**src/kwm_pkg.sv**
```systemverilog
package kwm_pkg;

    // Width of one stored value.
    localparam int DATA_W = 32;

    // Request codes carried on the func port.
    typedef enum logic [0:0] {
        FUNC_LOAD = 1'b0,
        FUNC_RUN  = 1'b1
    } func_t;

endpackage

```
**src/kwm_ram.sv**
```systemverilog
module kwm_ram #(
    parameter int WIDTH = kwm_pkg::DATA_W,
    parameter int DEPTH = 64,
    localparam int ADDR_W = (DEPTH > 1) ? $clog2(DEPTH) : 1
) (
    input  logic              clk,
    input  logic              wr_en,
    input  logic [ADDR_W-1:0] wr_addr,
    input  logic [WIDTH-1:0]  wr_data,
    input  logic [ADDR_W-1:0] rd_addr,
    output logic [WIDTH-1:0]  rd_data
);

    logic [WIDTH-1:0] mem [DEPTH];

    // One write port and one registered read port.
    always_ff @(posedge clk)
    begin
        if (wr_en)
        begin
            mem[wr_addr] <= wr_data;
        end
        rd_data <= mem[rd_addr];
    end

endmodule

```
**src/k_way_sorted_merge_top.sv**
```systemverilog
// Load request: busy stays low, so loads may follow every cycle.
// Run request over empty lists: the single result appears in the cycle after acceptance.
// Run request otherwise: busy stays high until the final result is shown; each
// result scans all list heads through the one memory read port.
// The receiver cannot stall; each result strobe lasts one cycle.
// Reset clears list counters and the overflow flag; the value memory is not cleared.
module k_way_sorted_merge_top #(
    parameter int LISTS    = 4,
    parameter int LIST_CAP = 16,
    localparam int LW     = $clog2(LISTS),
    localparam int DEPTH  = LISTS * LIST_CAP,
    localparam int AW     = $clog2(DEPTH),
    localparam int CW     = $clog2(LIST_CAP + 1),
    localparam int RW     = $clog2(DEPTH + 1)
) (
    input  logic                               clk,
    input  logic                               rst_n,
    input  logic                               start,
    output logic                               busy,
    input  logic                               func,
    input  logic [LW-1:0]                      list_index,
    input  logic signed [kwm_pkg::DATA_W-1:0]  value,
    output logic                               strobe,
    output logic signed [kwm_pkg::DATA_W-1:0]  value_res,
    output logic                               last,
    output logic                               empty_res,
    output logic                               overflow
);

    typedef enum logic [0:0] {
        ST_IDLE,
        ST_MERGE
    } state_t;

    state_t                      state_reg, state_next;
    logic [CW-1:0]               fill_reg [LISTS];
    logic [CW-1:0]               fill_next [LISTS];
    logic [CW-1:0]               head_reg [LISTS];
    logic [CW-1:0]               head_next [LISTS];
    logic [RW-1:0]               total_reg, total_next;
    logic [RW-1:0]               remaining_reg, remaining_next;
    logic                        ovf_flag_reg, ovf_flag_next;
    logic                        ovf_run_reg, ovf_run_next;
    logic [LW-1:0]               scan_reg, scan_next;
    logic                        issue_reg, issue_next;
    logic                        pend_reg, pend_next;
    logic [LW-1:0]               cmp_idx_reg, cmp_idx_next;
    logic                        cmp_live_reg, cmp_live_next;
    logic                        found_reg, found_next;
    logic [LW-1:0]               best_idx_reg, best_idx_next;
    logic [kwm_pkg::DATA_W-1:0]  best_val_reg, best_val_next;
    logic                        strobe_reg, strobe_next;
    logic [kwm_pkg::DATA_W-1:0]  res_val_reg, res_val_next;
    logic                        last_reg, last_next;
    logic                        empty_reg, empty_next;
    logic                        ovf_out_reg, ovf_out_next;

    logic                        accept;
    logic                        in_range;
    logic                        list_full;
    logic                        wr_en;
    logic [AW-1:0]               wr_addr;
    logic [AW-1:0]               rd_addr;
    logic [kwm_pkg::DATA_W-1:0]  rd_data;
    logic                        take;
    logic [kwm_pkg::DATA_W-1:0]  cand_val;
    logic [LW-1:0]               cand_idx;
    logic                        scan_done;

    assign accept   = start && !busy;
    assign in_range = ({1'b0, list_index} < (LW + 1)'(LISTS));
    assign list_full = in_range && (fill_reg[list_index] == CW'(LIST_CAP));

    // Loads write straight into the value memory at the tail of the chosen list.
    assign wr_en   = accept && (func == kwm_pkg::FUNC_LOAD) && in_range && !list_full;
    assign wr_addr = AW'(list_index) * AW'(LIST_CAP) + AW'(fill_reg[list_index]);

    // The scan reads the current head of one list per cycle.
    assign rd_addr = AW'(scan_reg) * AW'(LIST_CAP) + AW'(head_reg[scan_reg]);

    kwm_ram #(
        .WIDTH (kwm_pkg::DATA_W),
        .DEPTH (DEPTH)
    ) u_store (
        .clk     (clk),
        .wr_en   (wr_en),
        .wr_addr (wr_addr),
        .wr_data (value),
        .rd_addr (rd_addr),
        .rd_data (rd_data)
    );

    // Compare stage: a strictly smaller head replaces the best, so ties keep the lower list.
    assign take = pend_reg && cmp_live_reg &&
                  (!found_reg || ($signed(rd_data) < $signed(best_val_reg)));
    assign cand_val  = take ? rd_data : best_val_reg;
    assign cand_idx  = take ? cmp_idx_reg : best_idx_reg;
    assign scan_done = pend_reg && (cmp_idx_reg == LW'(LISTS - 1));

    // Next-state logic for the controller and list counters.
    always_comb
    begin
        state_next     = state_reg;
        fill_next      = fill_reg;
        head_next      = head_reg;
        total_next     = total_reg;
        remaining_next = remaining_reg;
        ovf_flag_next  = ovf_flag_reg;
        ovf_run_next   = ovf_run_reg;
        scan_next      = scan_reg;
        issue_next     = issue_reg;
        pend_next      = 1'b0;
        cmp_idx_next   = scan_reg;
        cmp_live_next  = head_reg[scan_reg] < fill_reg[scan_reg];
        found_next     = found_reg;
        best_idx_next  = best_idx_reg;
        best_val_next  = best_val_reg;
        strobe_next    = 1'b0;
        res_val_next   = res_val_reg;
        last_next      = last_reg;
        empty_next     = empty_reg;
        ovf_out_next   = ovf_out_reg;

        unique case (state_reg)
            ST_IDLE:
            begin
                if (accept && (func == kwm_pkg::FUNC_LOAD))
                begin
                    if (wr_en)
                    begin
                        fill_next[list_index] = fill_reg[list_index] + CW'(1);
                        total_next = total_reg + RW'(1);
                    end
                    else if (list_full)
                    begin
                        ovf_flag_next = 1'b1;
                    end
                end
                else if (accept)
                begin
                    ovf_flag_next = 1'b0;
                    if (total_reg == RW'(0))
                    begin
                        // All lists empty: one flagged result, nothing to clear.
                        strobe_next  = 1'b1;
                        res_val_next = '0;
                        last_next    = 1'b1;
                        empty_next   = 1'b1;
                        ovf_out_next = ovf_flag_reg;
                    end
                    else
                    begin
                        state_next     = ST_MERGE;
                        remaining_next = total_reg;
                        ovf_run_next   = ovf_flag_reg;
                        scan_next      = '0;
                        issue_next     = 1'b1;
                        found_next     = 1'b0;
                        for (int i = 0; i < LISTS; i++)
                        begin
                            head_next[i] = '0;
                        end
                    end
                end
            end

            ST_MERGE:
            begin
                // Issue side: one head read per cycle.
                if (issue_reg)
                begin
                    pend_next = 1'b1;
                    if (scan_reg == LW'(LISTS - 1))
                    begin
                        issue_next = 1'b0;
                    end
                    else
                    begin
                        scan_next = scan_reg + LW'(1);
                    end
                end

                // Compare side: fold the arriving head into the running minimum.
                if (scan_done)
                begin
                    strobe_next  = 1'b1;
                    res_val_next = cand_val;
                    empty_next   = 1'b0;
                    ovf_out_next = ovf_run_reg;
                    last_next    = (remaining_reg == RW'(1));
                    head_next[cand_idx] = head_reg[cand_idx] + CW'(1);
                    remaining_next = remaining_reg - RW'(1);
                    found_next   = 1'b0;
                    if (remaining_reg == RW'(1))
                    begin
                        state_next = ST_IDLE;
                        issue_next = 1'b0;
                        total_next = '0;
                        for (int i = 0; i < LISTS; i++)
                        begin
                            fill_next[i] = '0;
                            head_next[i] = '0;
                        end
                    end
                    else
                    begin
                        scan_next  = '0;
                        issue_next = 1'b1;
                    end
                end
                else if (pend_reg)
                begin
                    found_next    = found_reg || take;
                    best_val_next = cand_val;
                    best_idx_next = cand_idx;
                end
            end

            default:
            begin
                state_next = ST_IDLE;
            end
        endcase
    end

    // State, counters and registered outputs.
    always_ff @(posedge clk or negedge rst_n)
    begin
        if (!rst_n)
        begin
            state_reg     <= ST_IDLE;
            total_reg     <= '0;
            remaining_reg <= '0;
            ovf_flag_reg  <= 1'b0;
            ovf_run_reg   <= 1'b0;
            scan_reg      <= '0;
            issue_reg     <= 1'b0;
            pend_reg      <= 1'b0;
            found_reg     <= 1'b0;
            strobe_reg    <= 1'b0;
            cmp_idx_reg   <= '0;
            cmp_live_reg  <= 1'b0;
            best_idx_reg  <= '0;
            best_val_reg  <= '0;
            res_val_reg   <= '0;
            last_reg      <= 1'b0;
            empty_reg     <= 1'b0;
            ovf_out_reg   <= 1'b0;
            for (int i = 0; i < LISTS; i++)
            begin
                fill_reg[i] <= '0;
                head_reg[i] <= '0;
            end
        end
        else
        begin
            state_reg     <= state_next;
            total_reg     <= total_next;
            remaining_reg <= remaining_next;
            ovf_flag_reg  <= ovf_flag_next;
            ovf_run_reg   <= ovf_run_next;
            scan_reg      <= scan_next;
            issue_reg     <= issue_next;
            pend_reg      <= pend_next;
            found_reg     <= found_next;
            strobe_reg    <= strobe_next;
            cmp_idx_reg   <= cmp_idx_next;
            cmp_live_reg  <= cmp_live_next;
            best_idx_reg  <= best_idx_next;
            best_val_reg  <= best_val_next;
            res_val_reg   <= res_val_next;
            last_reg      <= last_next;
            empty_reg     <= empty_next;
            ovf_out_reg   <= ovf_out_next;
            fill_reg      <= fill_next;
            head_reg      <= head_next;
        end
    end

    assign busy      = (state_reg != ST_IDLE);
    assign strobe    = strobe_reg;
    assign value_res = $signed(res_val_reg);
    assign last      = last_reg;
    assign empty_res = empty_reg;
    assign overflow  = ovf_out_reg;

`ifndef SYNTHESIS
    // An empty-list result is always the only, hence last, result of its run.
    assert property (@(posedge clk) disable iff (!rst_n) strobe && empty_res |-> last)
        else $error("empty result not marked last");

    // The block is free again once the final result of a run is shown.
    assert property (@(posedge clk) disable iff (!rst_n) strobe && last |-> !busy)
        else $error("busy after final result");

    // A merge in progress always has results left to give.
    assert property (@(posedge clk) disable iff (!rst_n) busy |-> remaining_reg != RW'(0))
        else $error("merge running with no results left");

    // The memory is never written while a merge is reading it.
    assert property (@(posedge clk) disable iff (!rst_n) busy |-> !wr_en)
        else $error("memory write during merge");

    // Every finished scan of a merge delivers a result in the next cycle.
    assert property (@(posedge clk) disable iff (!rst_n) busy && scan_done |=> strobe)
        else $error("scan finished without result");
`endif

endmodule
```
**config.mk**
```make
export PLATFORM = sky130hd
export DESIGN_NAME = k_way_sorted_merge_top
export DESIGN_NICKNAME = d
export VERILOG_FILES = /design/src/kwm_pkg.sv /design/src/kwm_ram.sv /design/src/k_way_sorted_merge_top.sv
export SDC_FILE = /design/constraint.sdc
export NUM_CORES = 2
export LEC_CHECK = 0
export ABC_AREA = 1
export BUFFER_PORTS_ARGS = -buffer_cell sky130_fd_sc_hd__clkbuf_2
export CORE_MARGIN = 2
export CORE_UTILIZATION = 31
export DETAILED_ROUTE_END_ITERATION = 16
export PLACE_DENSITY_LB_ADDON = 0.08
export SYNTH_ARGS = -nofsm -noshare
export SYNTH_HDL_FRONTEND = slang
export SYNTH_SLANG_ARGS = --single-unit
```
**constraint.sdc**
```tcl
create_clock -name clk -period 5.4 [get_ports clk]
set_input_delay 1.08 -clock clk [delete_from_list [all_inputs] [get_ports clk]]
set_output_delay 1.08 -clock clk [all_outputs]
set_load 0.05 [all_outputs]
```
# --- After elaboration in Yosys (flattened, before gate mapping) ---
# Memory sizes are Yosys's and may differ from the RTL's. A register that Yosys moved wholly into a read port is not among the register bits.
# Index checks and enable logic that the tools add are counted.
word_totals:
  regBits: 135
  ram_bits: 2048
  inputBits: 38
  out_inout_bits: 37
  elab_cells: 185
  n_memories: 1
memory_table:
  columns: ["memory", "words", "width", "read_ports", "rd_ports_with_merged_regs", "wr", "line", "text"]
  rows:
  - ["u_store.mem", 64, 32, 1, 1, 1, "kwm_ram.sv:14", "logic [WIDTH-1:0] mem [DEPTH];"]
op_classes:
  addsub: 7
  n_lt_le_gt_ge: 7
  eq_ne: 15
  mux: 98
  bitwise: 8
  n_reduce_logical: 23
op_table:
  columns: ["operator", "count"]
  rows:
  - ["two-way mux 20 bit", 9]
  - ["two-way mux 32 bit", 5]
  - ["case mux 20 bit (2 select lines)", 2]
  - ["case mux 32 bit (2 select lines)", 1]
  - ["two-way mux 7 bit", 8]
  - ["two-way mux 5 bit", 10]
  - ["binary-select mux 5 bit (select 2 bit)", 4]
  - ["bitwise mux 20 bit", 2]
  - ["two-way mux 1 bit", 37]
  - ["less-than comparator 32 bit", 1]
  - ["case mux 7 bit (2 select lines)", 2]
  - ["AND reduction 4 bit", 6]
  - ["demux 5 bit (select 2 bit)", 2]
  - ["two-way mux 2 bit", 8]
  - ["!= test 2 bit, second input constant", 7]
  - ["case mux 1 bit (2 select lines)", 7]
  - ["adder 6 x 5 -> 6 bit", 2]
  - ["adder 5 x 1 -> 5 bit, second input constant", 2]
  - [">= comparator 3 bit, second input constant", 3]
  - ["NOT 2 -> 3 bit", 3]
  - ["logical AND 1 bit", 8]
  - ["adder 7 x 1 -> 7 bit, second input constant", 1]
  - ["equality test 7 x 1 -> 1 bit, second input constant", 1]
  - ["zero test 7 bit", 1]
  - ["14 further kinds", 26]

# --- Longest topological paths before layout ---
logic_depth:
  word_depth: 13
  depth_mapped: 29
  mapped_depth_nobuf: 28

# --- Hierarchy ---
# From an unflattened synthesis, not the netlist that was laid out.
hier_totals:
  hier_cells: 7686
  hier_area_um2: 90171.5
by_module_without_submodules:
  columns: ["mod", "instances", "cells_per_inst", "area_each_um2", "seq_area_each_um2"]
  rows:
  - ["kwm_ram", 1, 6769, 82738.1, 62139.6]
  - ["k_way_sorted_merge_top", 1, 917, 7433.4, 3378.2]

# --- Worst setup path before layout ---
# No wires, ideal clock.
synth_timing:
  kind: "input to register"
  from: "input port list_index[1]"
  to: "memory u_store.mem[12][0] (netlist bit), enable pin"
  setup_time_ps: 421
  arrival_ps: 4004
  t_required_ps: 4979
  path_slack_ps: 974
  path_stages: 12
  n_path_buf: 0
  path_cell_list: "inv_1 nand2_1 o22ai_1 a221oi_1 inv_1 ha_1 or2_2 nand2_1 inv_1 nor2_1 nand2_1 nor2_1"
synth_via:
  elab_chain_len: 9
  word_cells_on_any_way: 10
  cone_classes: "add/sub (1); eq/ne (1); mux (5); bitwise (1); reduce/logical (2)"
synth_lines:
  columns: ["element", "line", "text"]
  rows:
  - ["start: declaration", "k_way_sorted_merge_top.sv:21", "input logic [LW-1:0] list_index,"]
  - ["NOT 2 -> 3 bit (not written as such)", "k_way_sorted_merge_top.sv:72, k_way_sorted_merge_top.sv:76", null]
  - ["binary-select mux 5 bit (select 2 bit)", "k_way_sorted_merge_top.sv:72, k_way_sorted_merge_top.sv:76", null]
  - ["two-way mux 5 bit (not written as such) (2 in a row)", "k_way_sorted_merge_top.sv:72, k_way_sorted_merge_top.sv:76", null]
  - ["equality test 5 bit", "k_way_sorted_merge_top.sv:72", "assign list_full = in_range && (fill_reg[list_index] == CW'(LIST_CAP));"]
  - ["zero test 1 bit", "k_way_sorted_merge_top.sv:75", "assign wr_en = accept && (func == kwm_pkg::FUNC_LOAD) && in_range && !list_full;"]
  - ["logical AND 1 bit", "k_way_sorted_merge_top.sv:75", null]
  - ["two-way mux 1 bit", "kwm_ram.sv:19", "if (wr_en)"]
  - ["two-way mux 1 bit (not written as such)", "kwm_ram.sv:21", "mem[wr_addr] <= wr_data;"]
  - ["end: declaration", "kwm_ram.sv:14", null]
# Several ways; a longest one is shown, not always the timed one. The select of a mux whose other input is x is not followed.

# --- Worst setup path in the final report ---
layout_timing:
  from: "register scan_reg[0], in the netlist cmp_idx_next[0]"
  to: "register u_store.rd_data[8] (read register of u_store.mem)"
layout_via:
  elab_chain_len: 5
layout_lines:
  columns: ["element", "line", "text"]
  rows:
  - ["start: declaration", "k_way_sorted_merge_top.sv:44", "logic [LW-1:0] scan_reg, scan_next;"]
  - ["start signal: assignment", "k_way_sorted_merge_top.sv:262", "scan_reg <= scan_next;"]
  - ["NOT 2 -> 3 bit (not written as such)", "k_way_sorted_merge_top.sv:79", "assign rd_addr = AW'(scan_reg) * AW'(LIST_CAP) + AW'(head_reg[scan_reg]);"]
  - ["binary-select mux 5 bit (select 2 bit)", "k_way_sorted_merge_top.sv:79", null]
  - ["two-way mux 5 bit (not written as such) (2 in a row)", "k_way_sorted_merge_top.sv:79", null]
  - ["adder 6 x 5 -> 6 bit *", "k_way_sorted_merge_top.sv:79", null]
  - ["end: declaration", "kwm_ram.sv:11", "output logic [WIDTH-1:0] rd_data"]
# Mark *: on every way between the ends. The rest lies on a longest branch, timed or not. The select of a mux whose other input is x is not followed.
# A chain may end at the register's enable or synchronous reset.

==> impl_metrics.toml <==
[run_status]
status = "completed"

[finish]
mostFrequentLayoutCell = "edfxtp_1"
layout_common_cells = "edfxtp_1 (2,048), nor2_1 (1,795), o21ai_0 (752), o32ai_1 (492), buf_4 (335)"
largest_register_ffs = 2048
post-route-util_pct = 36.50
n_fill_cell = 27410
area_growth_pct = 17.31
fin_cells = 11040
largest_register = "u_store.mem"
drive_above_1_share_pct = 12.36
layout.nets = 7160

[sta]
min_period_over_period_pct = 83.01
period_minus_slack_ns = 4.483
tightest_slew_ns = 1.200
skew_ns = 0.04261
setup_viol = 0
timing.final.ws_setup_ns = 0.9175
hold_viol = 0
slew_headroom_pct = 20.00
rsz0062_at_grt = "false"
final_max_slew_viol_count = 0
fmax_ghz = 0.2231
fin_tns_setup_ns = 0

[critical_path]
slowest_delay_ns = 0.60
r2r_end = "u_store.rd_data[8]$_DFF_P_"
critical-path-slowest-cell = "dfrtp_1"
path_delay_family = "compound AO/OA/AOI/OAI gates"
crit_type = "reg2reg"
crit_fanout = 71
rr_worst_depth = 11
crit_required_ns = 6.15
reg2reg_setup_slack_ns = 0.92
endpoint_kind = "flop"
worst-path-buf-inv = 3
crit_chain = "inv_4 > o21ai_1 > nand2_8 > inv_16 > buf_4 > nor2_1 > o32ai_1 > o21ai_0 > o221ai_1 > nand3_1 > nand2_1"
critPathArrivalTime_ns = 5.23
cp-start-kind = "flop"
timing.rr.start = "cmp_idx_next[0]$_DFFE_PN0P_"

[synthesis]
ys_dominant_reg_cell = "edfxtp_1"
syn_avg_cell_area_um2 = 13.01
yosysSeqAreaShare_pct = 73.96
ys_warn_count = 0
async_flop_share_pct = 6.095
synth_cells = 6810
synth_nets = 6892
synth-edff-count = 2048
synth-seq-cells = 2215
synthesis.area_um2 = 88580
synth.distinct_cells = 51

[cts]
cts_root_buf = "clkbuf_16"
clkSlewWorstSetupHoldPaths_ns = 0.06
cts_tree = "yes"
cts_resized = 0
cts_setup_buffers = 0
clockBufferDepth = 4
clkLatencyLatePin_ns = 0.89
clkSinkCount = 2215
htree_num_levels = 5
cts_buffers = 264
holdBufCountCts = 0

[route]
wirelength_mm = 315.1
drt_iter0_markers = 5844
first_pass_iters = 6
wl_met1_mm = 149.7
route.vias.total = 57720
avgRoutedWirePerCell_um = 28.53
wl_met2_mm = 140.1
drc_errors = 0
post_drt_via_cell_ratio = 5.226
ant_nets = 0
dr.max_layer_used = "met4"
met3_length_mm = 17.79

[global_route]
grt_max_degree = 140
grt_use_total_pct = 21.18
grt_pass1_vias = 55200
antenna_found_initial = 21
overflow = 0
grt_pass1_wl_mm = 440.4

[die]
fp.dieArea_um2 = 290100
die_w_um = 538.6
placementRows = 196
fp.coreArea_um2 = 284700
io_pins = 75
start_util_pct = 31.11
die_h_um = 538.6

[pwr]
power_density_nw_per_um2 = 349.7
p_leak_nw = 33.92
finalPower_mw = 36.34
peakVddDrop_mv = 0.2111

[run]
max_cap_violations = 0

[placement]
place_hpwl_mm = 195.5
dp.cells = 10570
portBuffers = 74
place_worst_setup_slack_ns = 0.8576
gp_congestion = 0.8284

[hold_path]
worstHoldPathType = "in2async"
[worst register-to-register path, delay by kind of cell, from the launching register on]
family,cells,cell delay (ns)
AOI/OAI and AO/OA,4,1.42
and+or+nand+nor,4,1.18
buffers and inverters,3,1.16
DFF,1,0.60
[metal layers]
metal  GRT usage, %  up-vias
met1          31.26    29710
met2          32.45     1665
met3          3.411      338
li1               -    26000
met4          5.028        0
met5              0        -
[cells in the mapped netlist, types with 3 or more instances]
cell	instances	share of area [%]
dfrtp_1	135	3.8
o21a_1	5	0.042
dfxtp_1	32	0.72
nand3_1	105	0.59
o32ai_1	492	4.9
buf_1	10	0.042
clkbuf_1	256	1.1
xnor2_1	3	0.030
inv_2	7	0.030
buf_6	30	0.38
a21oi_1	41	0.23
o21bai_1	20	0.17
nor3b_1	4	0.034
o211ai_1	25	0.21
ha_1	44	0.62
nand2_2	3	0.021
o21ai_1	144	0.81
nand4_1	7	0.049
buf_4	12	0.10
buf_2	162	0.92
nand2_1	258	1.1
o311ai_1	17	0.17
nor2_1	1859	7.9
nor3_1	5	0.028
o311ai_0	3	0.030
inv_1	139	0.59
edfxtp_1	2048	69
o221ai_1	117	1.2
o22ai_1	45	0.32
xor2_1	5	0.049
o21ai_0	752	4.2
[kinds of logic (layout without fill, tap and decap cells)]
kind of cell / count (synthesis) / after routing / share of synthesized area (%)
adder cells (fa/ha/maj): 44 / 44 / 0.6215
AO/OA/AOI/OAI: 1674 / 1674 / 12.40
buffers and inverters: 619 / 1077 / 3.161
AND/OR/NAND/NOR: 2250 / 2250 / 9.775
other: 0 / 14 / 0
XOR/XNOR: 8 / 8 / 0.07910
flip-flops: 2215 / 2215 / 73.96
[metrics by stage]
step                area (µm²)  hold slack, ns
global placement         95810          0.4673
CTS                     103900          0.1491
global route            103900          0.1925
detailed placement       95810          0.4741
finish                  103900          0.1931
floorplan                88590          0.3487
[worst max-delay path by stage]
| stage | depth (start not counted) | slack, ns | end | from |
|---|---|---|---|---|
| final | 11 | 0.92 | u_store.rd_data[8]$_DFF_P_ | cmp_idx_next[0]$_DFFE_PN0P_ |
| after global routing | 13 | 0.72 | u_store.rd_data[14]$_DFF_P_ | cmp_idx_next[0]$_DFFE_PN0P_ |
| after CTS | 12 | 0.98 | u_store.rd_data[16]$_DFF_P_ | cmp_idx_next[0]$_DFFE_PN0P_ |
| after detailed placement | 14 | 0.86 | u_store.mem[18][23]$_DFFE_PP_ | list_index[1] |
| after global placement | 14 | 0.84 | u_store.mem[18][23]$_DFFE_PP_ | list_index[0] |
| after floorplan | 12 | 0.97 | u_store.mem[12][0]$_DFFE_PP_ | list_index[1] |
[area by class of cell]
| cell class | count | area (µm²) | area share [%] |
|---|---|---|---|
| antenna | 14 | 35.03 | 0.03371 |
| clock buffer | 360 | 7177 | 6.906 |
| clock inverter | 96 | 899.6 | 0.8657 |
| inverter | 149 | 600.6 | 0.5779 |
| multi-input combinational | 3976 | 20810 | 20.03 |
| sequential | 2215 | 65520 | 63.05 |
| tap | 3762 | 4707 | 4.530 |
| timing repair buffer | 472 | 4168 | 4.011 |
[power breakdown]
part | internal (mW) | switching [mW] | leakage, nW
Sequential | 18.7 | 0.000184 | 20.1
Clock | 9.86 | 7.17 | 3.91
Combinational | 0.0569 | 0.511 | 9.93
Total | 28.7 | 7.68 | 33.9
Note: power is estimated with default switching activity, not from simulation.
